--- src/rtl/core/bgd_pkg.sv ---
// types, constants and helpers shared by the button gesture detector
// no dependencies
package bgd_pkg;

  localparam int unsigned TIME_BITS   = 32;
  localparam int unsigned SAMPLE_BITS = 10;
  localparam int unsigned SPAN_BITS   = 16;
  localparam int unsigned CFG_IDX_W   = 3;
  localparam int unsigned CFG_DATA_W  = 16;

  // configuration register indexes
  localparam logic [CFG_IDX_W-1:0] CFG_GESTURE_MODE    = 3'd0;
  localparam logic [CFG_IDX_W-1:0] CFG_SOURCE_SELECT   = 3'd1;
  localparam logic [CFG_IDX_W-1:0] CFG_LEVEL_THRESHOLD = 3'd2;
  localparam logic [CFG_IDX_W-1:0] CFG_INVERT_SENSE    = 3'd3;
  localparam logic [CFG_IDX_W-1:0] CFG_HOLD_MS         = 3'd4;
  localparam logic [CFG_IDX_W-1:0] CFG_DEBOUNCE_MS     = 3'd5;

  // gesture modes, the reserved code acts as press
  localparam logic [1:0] MODE_FLICK = 2'd0;
  localparam logic [1:0] MODE_PRESS = 2'd1;
  localparam logic [1:0] MODE_HOLD  = 2'd2;

  localparam logic SRC_ANALOG  = 1'b0;
  localparam logic SRC_DIGITAL = 1'b1;

  // phase codes as seen on the result
  localparam logic [1:0] PHASE_CODE_WAIT_ACTIVE  = 2'd0;
  localparam logic [1:0] PHASE_CODE_WAIT_HOLD    = 2'd1;
  localparam logic [1:0] PHASE_CODE_WAIT_RELEASE = 2'd2;
  localparam logic [1:0] PHASE_CODE_DEBOUNCE     = 2'd3;

  typedef enum logic [3:0] {
    PH_WAIT_ACTIVE  = 4'b0001,
    PH_WAIT_HOLD    = 4'b0010,
    PH_WAIT_RELEASE = 4'b0100,
    PH_DEBOUNCE     = 4'b1000
  } phase_e;

  typedef struct packed {
    logic [1:0]             gesture_mode;
    logic                   source_select;
    logic [SAMPLE_BITS-1:0] level_threshold;
    logic                   invert_sense;
    logic [SPAN_BITS-1:0]   hold_ms;
    logic [SPAN_BITS-1:0]   debounce_ms;
  } cfg_t;

  typedef struct packed {
    logic [SAMPLE_BITS-1:0] analog_level;
    logic                   digital_level;
    logic [TIME_BITS-1:0]   now_ms;
  } in_item_t;

  typedef struct packed {
    logic       fire;
    logic [1:0] phase;
  } out_item_t;

  function automatic logic [1:0] phase_code(input phase_e ph);
    logic [1:0] code;
    case (ph)
      PH_WAIT_ACTIVE:  code = PHASE_CODE_WAIT_ACTIVE;
      PH_WAIT_HOLD:    code = PHASE_CODE_WAIT_HOLD;
      PH_WAIT_RELEASE: code = PHASE_CODE_WAIT_RELEASE;
      PH_DEBOUNCE:     code = PHASE_CODE_DEBOUNCE;
      default:         code = PHASE_CODE_WAIT_ACTIVE;
    endcase
    return code;
  endfunction

endpackage

--- src/rtl/core/bgd_stream_if.sv ---
// valid/ready channel interfaces for poll requests and gesture results
// depends on bgd_pkg
interface bgd_req_if import bgd_pkg::*; ();
  logic                   valid;
  logic                   ready;
  logic [SAMPLE_BITS-1:0] analog_level;
  logic                   digital_level;
  logic [TIME_BITS-1:0]   now_ms;

  modport source (output valid, output analog_level, output digital_level, output now_ms,
                  input ready);
  modport sink (input valid, input analog_level, input digital_level, input now_ms,
                output ready);
endinterface

interface bgd_res_if import bgd_pkg::*; ();
  logic       valid;
  logic       ready;
  logic       fire;
  logic [1:0] phase;

  modport source (output valid, output fire, output phase, input ready);
  modport sink (input valid, input fire, input phase, output ready);
endinterface

--- src/rtl/core/bgd_cfg_regs.sv ---
// configuration register file of the gesture detector
// depends on bgd_pkg
module bgd_cfg_regs import bgd_pkg::*; (
  input  logic                  clk_i,
  input  logic                  rst_ni,
  input  logic                  cfg_we_i,
  input  logic [CFG_IDX_W-1:0]  cfg_idx_i,
  input  logic [CFG_DATA_W-1:0] cfg_wdata_i,
  output cfg_t                  cfg_o
);

  cfg_t cfg_q, cfg_d;

  always_comb begin
    cfg_d = cfg_q;
    if (cfg_we_i) begin
      case (cfg_idx_i)
        CFG_GESTURE_MODE:    cfg_d.gesture_mode    = cfg_wdata_i[1:0];
        CFG_SOURCE_SELECT:   cfg_d.source_select   = cfg_wdata_i[0];
        CFG_LEVEL_THRESHOLD: cfg_d.level_threshold = cfg_wdata_i[SAMPLE_BITS-1:0];
        CFG_INVERT_SENSE:    cfg_d.invert_sense    = cfg_wdata_i[0];
        CFG_HOLD_MS:         cfg_d.hold_ms         = cfg_wdata_i[SPAN_BITS-1:0];
        CFG_DEBOUNCE_MS:     cfg_d.debounce_ms     = cfg_wdata_i[SPAN_BITS-1:0];
        default:             cfg_d = cfg_q;
      endcase
    end
  end

  always_ff @(posedge clk_i or negedge rst_ni) begin
    if (!rst_ni) begin
      cfg_q.gesture_mode    <= MODE_PRESS;
      cfg_q.source_select   <= SRC_DIGITAL;
      cfg_q.level_threshold <= SAMPLE_BITS'(512);
      cfg_q.invert_sense    <= 1'b0;
      cfg_q.hold_ms         <= SPAN_BITS'(500);
      cfg_q.debounce_ms     <= SPAN_BITS'(50);
    end else begin
      cfg_q <= cfg_d;
    end
  end

  assign cfg_o = cfg_q;

endmodule

--- src/rtl/core/bgd_gesture_core.sv ---
// active test, gesture phase machine and deadline register
// depends on bgd_pkg
module bgd_gesture_core import bgd_pkg::*; (
  input  logic      clk_i,
  input  logic      rst_ni,
  input  cfg_t      cfg_i,
  input  logic      advance_i,
  input  in_item_t  item_i,
  output out_item_t res_o
);

  phase_e               phase_q, phase_d;
  logic [TIME_BITS-1:0] deadline_q, deadline_d;
  logic [TIME_BITS-1:0] hold_deadline, deb_deadline, since;
  logic                 active, reached, is_flick, is_hold, fire;

  always_comb begin
    if (cfg_i.source_select == SRC_DIGITAL) begin
      active = cfg_i.invert_sense ? !item_i.digital_level : item_i.digital_level;
    end else begin
      active = cfg_i.invert_sense ? (item_i.analog_level < cfg_i.level_threshold)
                                  : (item_i.analog_level > cfg_i.level_threshold);
    end
  end

  assign hold_deadline = item_i.now_ms + TIME_BITS'(cfg_i.hold_ms);
  assign deb_deadline  = item_i.now_ms + TIME_BITS'(cfg_i.debounce_ms);
  // wrap-safe now >= deadline
  assign since   = item_i.now_ms - deadline_q;
  assign reached = !since[TIME_BITS-1];

  assign is_flick = (cfg_i.gesture_mode == MODE_FLICK);
  assign is_hold  = (cfg_i.gesture_mode == MODE_HOLD);

  always_comb begin
    phase_d    = phase_q;
    deadline_d = deadline_q;
    fire       = 1'b0;
    case (phase_q)
      PH_WAIT_ACTIVE: begin
        if (active) begin
          deadline_d = hold_deadline;
          phase_d    = is_flick ? PH_WAIT_RELEASE : PH_WAIT_HOLD;
        end
      end
      PH_WAIT_HOLD, PH_WAIT_RELEASE: begin
        if (is_flick) begin
          // flick: a release before the deadline fires, a timeout does not
          if (reached) begin
            deadline_d = deb_deadline;
            phase_d    = PH_DEBOUNCE;
          end else if (!active) begin
            deadline_d = deb_deadline;
            phase_d    = PH_DEBOUNCE;
            fire       = 1'b1;
          end
        end else if (phase_q == PH_WAIT_HOLD) begin
          if (!active) begin
            deadline_d = deb_deadline;
            phase_d    = PH_DEBOUNCE;
          end else if (reached) begin
            if (is_hold) begin
              deadline_d = deb_deadline;
              phase_d    = PH_DEBOUNCE;
              fire       = 1'b1;
            end else begin
              phase_d = PH_WAIT_RELEASE;
            end
          end
        end else if (!active) begin
          deadline_d = deb_deadline;
          phase_d    = PH_DEBOUNCE;
          fire       = !is_hold;
        end
      end
      PH_DEBOUNCE: begin
        if (!active && reached) begin
          phase_d = PH_WAIT_ACTIVE;
        end
      end
      default: begin
        phase_d = PH_WAIT_ACTIVE;
      end
    endcase
  end

  always_ff @(posedge clk_i or negedge rst_ni) begin
    if (!rst_ni) begin
      phase_q    <= PH_WAIT_ACTIVE;
      deadline_q <= '0;
    end else if (advance_i) begin
      phase_q    <= phase_d;
      deadline_q <= deadline_d;
    end
  end

  assign res_o.fire  = fire;
  assign res_o.phase = phase_code(phase_d);

endmodule

--- src/rtl/core/button_gesture_detector_unit.sv ---
// top level of the button gesture detector: config registers, request register, core, result register
// depends on bgd_pkg, bgd_stream_if, bgd_cfg_regs, bgd_gesture_core
//
//   channel  dir  fields                                 accepted when
//   req_i    in   analog_level, digital_level, now_ms    valid && ready
//   res_o    out  fire, phase                            valid && ready
//   cfg      in   cfg_idx_i, cfg_wdata_i                 cfg_we_i
//
// one poll per cycle sustained while results are taken; a taken request passes
// through the request register, which loads on the accepting edge, and then the
// result register, fed by the phase machine when the request advances
// reset returns the machine to wait active with a zero deadline and the
// configuration registers to their defaults; no clearing pass
// a stalled result holds its register; the request register still takes a
// request and waits behind it, so ready drops only when both stages are full
module button_gesture_detector_unit import bgd_pkg::*; (
  input  logic                  clk_i,
  input  logic                  rst_ni,
  bgd_req_if.sink               req_i,
  bgd_res_if.source             res_o,
  input  logic                  cfg_we_i,
  input  logic [CFG_IDX_W-1:0]  cfg_idx_i,
  input  logic [CFG_DATA_W-1:0] cfg_wdata_i
);

  cfg_t      cfg;
  in_item_t  s1_item_q;
  logic      s1_valid_q;
  out_item_t core_res, out_item_q;
  logic      out_valid_q;
  logic      advance, take_req;

  bgd_cfg_regs u_cfg (
    .clk_i       (clk_i),
    .rst_ni      (rst_ni),
    .cfg_we_i    (cfg_we_i),
    .cfg_idx_i   (cfg_idx_i),
    .cfg_wdata_i (cfg_wdata_i),
    .cfg_o       (cfg)
  );

  // the registered request moves into the result stage and updates state
  assign advance   = s1_valid_q && (!out_valid_q || res_o.ready);
  assign req_i.ready = !s1_valid_q || advance;
  assign take_req  = req_i.valid && req_i.ready;

  bgd_gesture_core u_core (
    .clk_i     (clk_i),
    .rst_ni    (rst_ni),
    .cfg_i     (cfg),
    .advance_i (advance),
    .item_i    (s1_item_q),
    .res_o     (core_res)
  );

  always_ff @(posedge clk_i or negedge rst_ni) begin
    if (!rst_ni) begin
      s1_valid_q <= 1'b0;
    end else if (req_i.ready) begin
      s1_valid_q <= req_i.valid;
    end
  end

  always_ff @(posedge clk_i) begin
    if (take_req) begin
      s1_item_q.analog_level  <= req_i.analog_level;
      s1_item_q.digital_level <= req_i.digital_level;
      s1_item_q.now_ms        <= req_i.now_ms;
    end
  end

  always_ff @(posedge clk_i or negedge rst_ni) begin
    if (!rst_ni) begin
      out_valid_q <= 1'b0;
    end else if (!out_valid_q || res_o.ready) begin
      out_valid_q <= s1_valid_q;
    end
  end

  always_ff @(posedge clk_i) begin
    if (advance) begin
      out_item_q <= core_res;
    end
  end

  assign res_o.valid = out_valid_q;
  assign res_o.fire  = out_item_q.fire;
  assign res_o.phase = out_item_q.phase;

  // every gesture that fires goes straight into debounce
  a_fire_debounce: assert property (@(posedge clk_i) disable iff (!rst_ni)
    (res_o.valid && res_o.fire) |-> (res_o.phase == PHASE_CODE_DEBOUNCE))
    else $error("fire without debounce phase");

  // a request that moves on always lands in the result register
  a_advance_lands: assert property (@(posedge clk_i) disable iff (!rst_ni)
    advance |=> out_valid_q)
    else $error("advanced request lost");

  // a request held behind a stalled result is not dropped
  a_s1_holds: assert property (@(posedge clk_i) disable iff (!rst_ni)
    (s1_valid_q && !advance) |=> (s1_valid_q && $stable(s1_item_q)))
    else $error("stalled request lost");

  // the request side never overruns a full pipeline
  a_no_overrun: assert property (@(posedge clk_i) disable iff (!rst_ni)
    (s1_valid_q && out_valid_q && !res_o.ready) |-> !req_i.ready)
    else $error("request taken into full pipeline");

endmodule
--- src/flat_wrapper.sv ---
// flat-port wrapper written by rule: the top's interface ports become plain ports
module button_gesture_detector_unit_flat import bgd_pkg::*;
  (clk_i, rst_ni, cfg_we_i, cfg_idx_i, cfg_wdata_i, req_i_valid, req_i_analog_level, req_i_digital_level, req_i_now_ms, req_i_ready, res_o_valid, res_o_fire, res_o_phase, res_o_ready);
  bgd_req_if req_i_i ();
  bgd_res_if res_o_i ();
  input  logic clk_i;
  input  logic rst_ni;
  input  logic cfg_we_i;
  input  logic [CFG_IDX_W-1:0] cfg_idx_i;
  input  logic [CFG_DATA_W-1:0] cfg_wdata_i;
  input wire logic [$bits(req_i_i.valid)-1:0] req_i_valid;
  input wire logic [$bits(req_i_i.analog_level)-1:0] req_i_analog_level;
  input wire logic [$bits(req_i_i.digital_level)-1:0] req_i_digital_level;
  input wire logic [$bits(req_i_i.now_ms)-1:0] req_i_now_ms;
  output wire logic [$bits(req_i_i.ready)-1:0] req_i_ready;
  output wire logic [$bits(res_o_i.valid)-1:0] res_o_valid;
  output wire logic [$bits(res_o_i.fire)-1:0] res_o_fire;
  output wire logic [$bits(res_o_i.phase)-1:0] res_o_phase;
  input wire logic [$bits(res_o_i.ready)-1:0] res_o_ready;
  assign req_i_i.valid = req_i_valid;
  assign req_i_i.analog_level = req_i_analog_level;
  assign req_i_i.digital_level = req_i_digital_level;
  assign req_i_i.now_ms = req_i_now_ms;
  assign req_i_ready = req_i_i.ready;
  assign res_o_valid = res_o_i.valid;
  assign res_o_fire = res_o_i.fire;
  assign res_o_phase = res_o_i.phase;
  assign res_o_i.ready = res_o_ready;
  button_gesture_detector_unit u_core (.clk_i(clk_i), .rst_ni(rst_ni), .req_i(req_i_i), .res_o(res_o_i), .cfg_we_i(cfg_we_i), .cfg_idx_i(cfg_idx_i), .cfg_wdata_i(cfg_wdata_i));
endmodule
--- config.mk ---
export PLATFORM = sky130hd
export DESIGN_NAME = button_gesture_detector_unit_flat
export DESIGN_NICKNAME = d
export VERILOG_FILES = /design/src/rtl/core/bgd_pkg.sv /design/src/rtl/core/bgd_stream_if.sv /design/src/rtl/core/bgd_cfg_regs.sv /design/src/rtl/core/bgd_gesture_core.sv /design/src/rtl/core/button_gesture_detector_unit.sv /design/src/flat_wrapper.sv
export SDC_FILE = /design/constraint.sdc
export NUM_CORES = 1
export LEC_CHECK = 0
export BUFFER_PORTS_ARGS = -buffer_cell sky130_fd_sc_hd__buf_2
export CAP_MARGIN = 10
export CORE_ASPECT_RATIO = 2
export CORE_UTILIZATION = 50
export CTS_BUF_LIST = sky130_fd_sc_hd__clkbuf_8
export DETAILED_ROUTE_END_ITERATION = 6
export PLACE_DENSITY_LB_ADDON = 0.05
export SYNTH_ARGS = -nofsm -noshare
export SYNTH_HDL_FRONTEND = slang
export SYNTH_SLANG_ARGS = --single-unit
--- constraint.sdc ---
create_clock -name clk_i -period 4.5 [get_ports clk_i]
set_input_delay 0.225 -clock clk_i [delete_from_list [all_inputs] [get_ports clk_i]]
set_output_delay 0.225 -clock clk_i [all_outputs]
set_load 0.01 [all_outputs]
==> flow_summary.ini, run 1 <==
[synthesis]
yosysUniqueCellTypes = 71
synth-seq-cells = 130
synthFlopType = dfrtp_1
syn_avg_cell_area_um2 = 10.1
synthesis.area_um2 = 8040
synthArstFlopShare_pct = 64.6
synth_edf_count = 46
syn_inst = 795
yosysSeqAreaShare_pct = 43.5
synth_nets = 936
yosysWarnings = 0

[power]
ir_drop_uv = 355
p_switching_mw = 1.80
power_frac_clock_pct = 21.4
p_leak_nw = 4.17
p_total_mw = 4.72
power_density_nw_per_um2 = 494
p_int_mw = 2.92
seq_power_share_pct = 36.0
comb_power_share_pct = 42.6
power_switching_share_pct = 38.1

[run]
max-cap-violations = 0

[floorplanning]
dieArea_um2 = 16600
die_w_um = 91.7
num_io_pins = 72
core-area_um2 = 15800
rows = 65
die_y_um = 181
start_util_pct = 51.0

[timing]
tightestPinTransition_ns = 0.915
final_max_slew_viol_count = 0
setup_tns_ns = 0
finalCritPeriodShare_pct = 80.1
fmax_mhz = 278
fin_skew_ns = 0.0111
rsz0062_at_grt = no
period_needed_ns = 3.60
finalWorstSetupSlack_ns = 0.897
finalSetupViolations = 0
slew_headroom_pct = 38.8
hold_violations = 0
fin_hold_ws_ns = 0.0245

[critical_path]
cp-start-kind = flip-flop
arrival_ns = 3.97
reg2reg_to = u_core.u_core.deadline_q[23]
critPathLaunch = u_core.s1_item_q[29]
ff2ff_path_depth = 10
cp-endpoint = u_core.u_core.deadline_q[23]
slowest_stage = o21bai_4
worstPathRequired_ns = 4.87
cpMostUsedCell = nand4_1
critical_path_class = flip-flop to flip-flop
timing.critical_path.cells = ha_1 > nand4_1 > nor4_2 > nand4_1 > o22ai_2 > nor4_1 > nand3b_1 > o21bai_4 > nor3_1 > a211oi_2
rrSetupSlack_ns = 0.90
endpoint_kind = flip-flop
slowest_delay_ns = 0.71
crit_fanout = 28
worstReg2RegStart = u_core.s1_item_q[29]

[clocking]
root_buffer = clkbuf_8
cts_resized = 0
clk_path_buf_depth = 2
cts_buffers = 17
path_clk_slew_ns = 0.08
cts_max_level = 4
tritoncts = yes
cts.sinks = 130
clk_latency_ns = 0.45

[global_routing]
grt_pass1_wl_mm = 34.0
grt_antenna_before_repair = 0
track_usage_pct = 26.9
grt_max_degree = 50
grt-ovfl-total = 0
grt_pass1_vias = 6800

[route]
wl_met1_mm = 7.93
drt_iter0_markers = 281
wl_met2_mm = 11.9
via_count = 6463
dr_wl_met3_um = 518
top_layer = met4
drcViolationCount = 0
routed_wl_mm = 21.2
ant_nets = 0
drt_pass1_iterations = 4
routedWlPerCell_um = 18.6
vias_per_cell = 5.67

[layout]
num-nets-final = 1067
layout-drive-gt1-share_pct = 18.5
area_growth_pct = 18.8
antenna_cells = 0
final_cells = 1140
seqCellArea_um2 = 3500
fillers = 1400
final_util_pct = 60.6
multi_input_area_um2 = 4270
fin_area_um2 = 9560

[placement]
gp_congestion = 0.862
numPortBuffers = 71
place_area_um2 = 8650
placed_cells = 1058
post-place-ws_ns = 0.966
dpl.hpwl_mm = 15.6

[outcome]
status = finished clean

[hold_path]
min_path_type = primary input to flip-flop
hold_start = cfg_wdata_i[11]
-- sequential cells by signal, summed over array words and instances (netlist names) --
| signal | cells |
|---|---|
| u_core.s1_valid_q | 1 |
| u_core.u_core.phase_q | 4 |
| u_core.res_o.fire | 1 |
| u_core.res_o.valid | 1 |
| u_core.u_core.deadline_q | 32 |
| u_core.res_o.phase | 2 |
| u_core.s1_item_q | 43 |
| u_core.u_cfg.cfg_o | 46 |
-- critical path: cells and delay by family (launching register included) --
family                   cells  cell delay, ns
AO/OA/AOI/OAI                3            1.20
adder cells (fa/ha/maj)      1            0.35
flip-flops                   1            0.45
AND/OR/NAND/NOR              6            1.52
-- power groups by stage --
| stage | Combinational, mW | Sequential (mW) | Clock [mW] |
|---|---|---|---|
| 2_1_floorplan | 1.50 | 1.66 | 0 |
| 3_3_place_gp | 1.93 | 1.72 | 0 |
| 3_5_place_dp | 1.97 | 1.73 | 0 |
| 4_1_cts | 2.01 | 1.70 | 1.04 |
| 5_1_grt | 2.26 | 1.73 | 1.08 |
| 6_report | 2.01 | 1.70 | 1.01 |
-- cell usage after synthesis, drive strengths merged (4+ instances only) --
library cell   n  area share (%)
a211oi        13             1.3
a21o          10            0.93
a21oi         55             3.4
a31oi         19             1.5
a41oi          4            0.67
and2           9            0.70
and3           6            0.47
buf            5            0.37
clkbuf        12            0.56
dfrtp         71              22
dfstp         13             4.2
edfxtp        46              17
ha            72              11
inv           56             2.6
mux2          36             5.0
nand2         67             3.1
nand2b        14             1.1
nand3         14            0.87
nand3b         5            0.47
nand4          8            0.62
nor2          50             2.4
nor2b          8            0.62
nor3          15             1.0
nor4           4            0.39
o211ai         6            0.56
o21a          12             1.1
o21ai         57             3.5
o21bai         6            0.70
o22a           6            0.65
o22ai          9            0.78
o31ai          4            0.37
xnor2         20             2.3
xor2          13             1.4
-- how the worst min path moves through the flow --
| stage | slack (ns) | cells past startpoint | to |
|---|---|---|---|
| 2_1_floorplan | -0.07 | 0 | u_core.res_o.valid |
| 3_5_place_dp | 0.23 | 1 | u_core.u_core.deadline_q[26] |
| 3_3_place_gp | 0.23 | 1 | u_core.u_core.deadline_q[26] |
| 4_1_cts | 0.002 | 2 | u_core.u_cfg.cfg_o[11] |
| 6_report | 0.02 | 2 | u_core.u_cfg.cfg_o[11] |
| 5_1_grt | 0.003 | 2 | u_core.u_cfg.cfg_o[11] |
-- cells by family (layout without fill, tap and decap cells) --
family	Yosys count	in the layout	synth area share [%]
XOR/XNOR	33	33	3.69
multiplexers	38	38	5.29
AND/OR/NAND/NOR	213	213	13.0
buffers and inverters	73	217	3.55
AO/OA/AOI/OAI	234	234	19.3
flip-flops	130	130	43.5
adder cells (fa/ha/maj)	74	74	11.7
-- placed cells by master (no fill, tap or decap), types with 5 or more instances in the layout --
master,synthesis,layout
and2_1,9,8
dlygate4sd3_1,0,50
clkbuf_8,0,21
nand2b_1,14,14
inv_1,56,59
and3_1,6,6
edfxtp_1,46,46
buf_2,3,70
nor2_1,49,49
nor3_1,14,13
nor2b_1,8,8
ha_1,72,72
nand4_1,8,8
buf_4,2,9
mux2_2,36,36
o22a_1,6,6
a211oi_1,12,12
o22ai_1,8,8
a21o_1,10,10
nand3_1,14,14
o21a_1,12,12
nand2_1,67,67
dfstp_2,13,13
o21bai_1,5,5
xor2_1,13,13
dfrtp_1,71,71
o21ai_0,39,39
o21ai_1,18,18
a31oi_1,19,19
xnor2_1,19,19
o211ai_1,6,6
nand3b_1,5,5
a21oi_1,55,55
-- area by class of cell --
cell class              instances  area share [%]
clock buffers                  21            3.02
repair buffers                129            9.61
flip-flops and latches        130            36.6
multi-input cells             592            44.7
well taps                     201            2.63
clock inverters                11            1.18
inverters                      56            2.20
-- repair_timing --
item	in CTS	in global routing
setup buffers	0	0
hold buffers	50	0
setup endpoints to repair	0	0
hold endpoints to repair	79	0
-- per-layer routing --
metal | global-route usage, % | up-vias
met5 | 0 | -
met4 | 13.8 | 0
met3 | 3.37 | 42
met2 | 51.8 | 117
met1 | 27.6 | 3105
li1 | - | 3199
(Power assumes the default switching activity.)
==> run 2, diff against run 1 <==
Clock period 4.5 ns to 3.3 ns, I/O delays scaled along.
==> run 2 against run 1 <==
Compared with the run above:
- sequential cell count unchanged
- core utilization increased by 3.1 points
- design area increased by 5.1%
- global-route usage increased by 0.35 points
- clock power increased by 39%
- maximum frequency increased by 14%
- wire length increased by 2.1%
- count of clock-buffer cells in the layout decreased by 4
==> flow_summary.ini, run 2 (synthesis results as in run 1) <==
[critical_path]
critical_path_class = flip-flop to flip-flop
slowest_delay_ns = 0.45
rrSetupSlack_ns = 0.14
worstPathRequired_ns = 3.52
cp-start-kind = flip-flop
endpoint_kind = flip-flop
cp_num_buf_inv = 2
crit_family = simple AND/OR/NAND/NOR gates
crit_fanout = 5
arrival_ns = 3.38
worstReg2RegStart = u_core.s1_item_q[18]
cpMostUsedCell = nand4_1
critPathLaunch = u_core.s1_item_q[18]
slowest_stage = edfxtp_1
timing.critical_path.cells = ha_1 > nand4_1 > nor4_2 > buf_4 > nand4_1 > o22ai_4 > nor2_1 > xnor2_2 > buf_12 > o22a_1 > nor3_2 > a211o_1

[layout]
multi_input_area_um2 = 4310
area_growth_pct = 24.9
num-nets-final = 1120
fillers = 1318
layout-drive-gt1-share_pct = 22.7
largest_register_ffs = 46
fin_area_um2 = 10000
final_cells = 1193
antenna_cells = 0
final_cell_mix = 72 x ha_1, 71 x dfrtp_1, 70 x buf_2
final_common_cell = ha_1
seqCellArea_um2 = 3500

[global_routing]
grt-ovfl-total = 0
grt_max_degree = 54
grt_antenna_before_repair = 0
grt_pass1_vias = 7131
grt_pass1_wl_mm = 34.4
track_usage_pct = 27.3

[power]
p_leak_nw = 4.41
power_density_nw_per_um2 = 674
ir_drop_uv = 414
p_total_mw = 6.76

[clocking]
path_clk_slew_ns = 0.08
cts.sinks = 130
cts_max_level = 4
clk_latency_ns = 0.46
clk_path_buf_depth = 2
tritoncts = yes
cts_buffers = 17
root_buffer = clkbuf_8

[hold_path]
hold_start = cfg_wdata_i[1]
min_path_type = primary input to flip-flop

[floorplanning]
core-area_um2 = 15800
die_y_um = 181
start_util_pct = 51.0
dieArea_um2 = 16600
die_w_um = 91.7
rows = 65
num_io_pins = 72

[timing]
tightestPinTransition_ns = 0.837
slew_headroom_pct = 44.1
hold_violations = 0
final_max_slew_viol_count = 0
finalCritPeriodShare_pct = 95.7
period_needed_ns = 3.16
rsz0062_at_grt = no
fin_skew_ns = 0.00985
fin_hold_ws_ns = 0.0382
fmax_mhz = 317
finalSetupViolations = 0

[route]
vias_per_cell = 5.65
drcViolationCount = 0
drt_pass1_iterations = 4
via_count = 6746
routedWlPerCell_um = 18.2
routed_wl_mm = 21.7
drt_iter0_markers = 347
ant_nets = 0

[placement]
dpl.hpwl_mm = 16.7
numPortBuffers = 71
placed_cells = 1096
place_area_um2 = 8940
gp_congestion = 0.926

[run]
max-cap-violations = 0

[outcome]
status = finished clean
## run 2: cell types whose count changed in the layout (fill, tap and decap cells not counted), moves of 2 or more
cell           previous run  this run
clkinvlp_4                3         5
inv_1                    59        57
buf_12                    0         2
nor3_2                    1         3
a31oi_1                  19        17
buf_4                     9        50
a31oi_2                   0         2
dlygate4sd3_1            50        60
clkbuf_8                 21        17
## run 2: tightest hold or removal path: stages
cell	delay, ns
buf_2	0.16
nand2_1	0.06
o21ai_0	0.06
## run 2: area by class of cell
class / instances / area share (%)
clock inverters: 15 / 1.67
inverters: 56 / 2.09
repair buffers: 182 / 13.6
clock buffers: 17 / 2.33
well taps: 201 / 2.50
flip-flops and latches: 130 / 34.8
multi-input cells: 592 / 43.0
## run 2: metrics by stage
stage,setup TNS (ns),util [%],setup WS (ns)
4_1_cts,0,63.3,0.0364
3_3_place_gp,-0.0434,56.7,-0.0261
6_report,0,63.7,0.141
5_1_grt,0,63.7,0.00394
3_5_place_dp,-0.183,56.7,-0.0702
2_1_floorplan,0,-,0.584
## run 2: power breakdown
group	total (mW)	switching [mW]	internal [mW]	leakage [nW]
logic	3.05	1.67	1.38	2.79
clock network	1.40	0.658	0.738	0.193
registers	2.32	0.237	2.09	1.43
## run 2: timing repair
action | CTS | global route
pin swaps | 2 | 2
hold buffers | 60 | 0
hold endpoints to repair | 130 | 0
setup endpoints to repair | 4 | 12
gates resized for setup | 0 | 9
setup buffers | 4 | 1
## run 2: routing by layer
metal	routed length [µm]	up-vias	track usage (%)
met5	0	-	0
li1	-	3294	-
met3	445	54	3.62
met1	7810	3261	26.1
met4	1130	0	16.7
met2	12300	137	53.1
## run 2: path summary, 6_finish.rpt
kind / to / cells past startpoint
setup reg to reg: u_core.res_o.phase[0] / 12
hold reg to reg: u_core.u_core.deadline_q[24] / 2
max in group asynchronous: u_core.u_cfg.cfg_o[44] / 3
hold / removal: u_core.u_cfg.cfg_o[17] / 3
setup / recovery: u_core.res_o.phase[0] / 12
min in group asynchronous: u_core.u_core.deadline_q[29] / 2
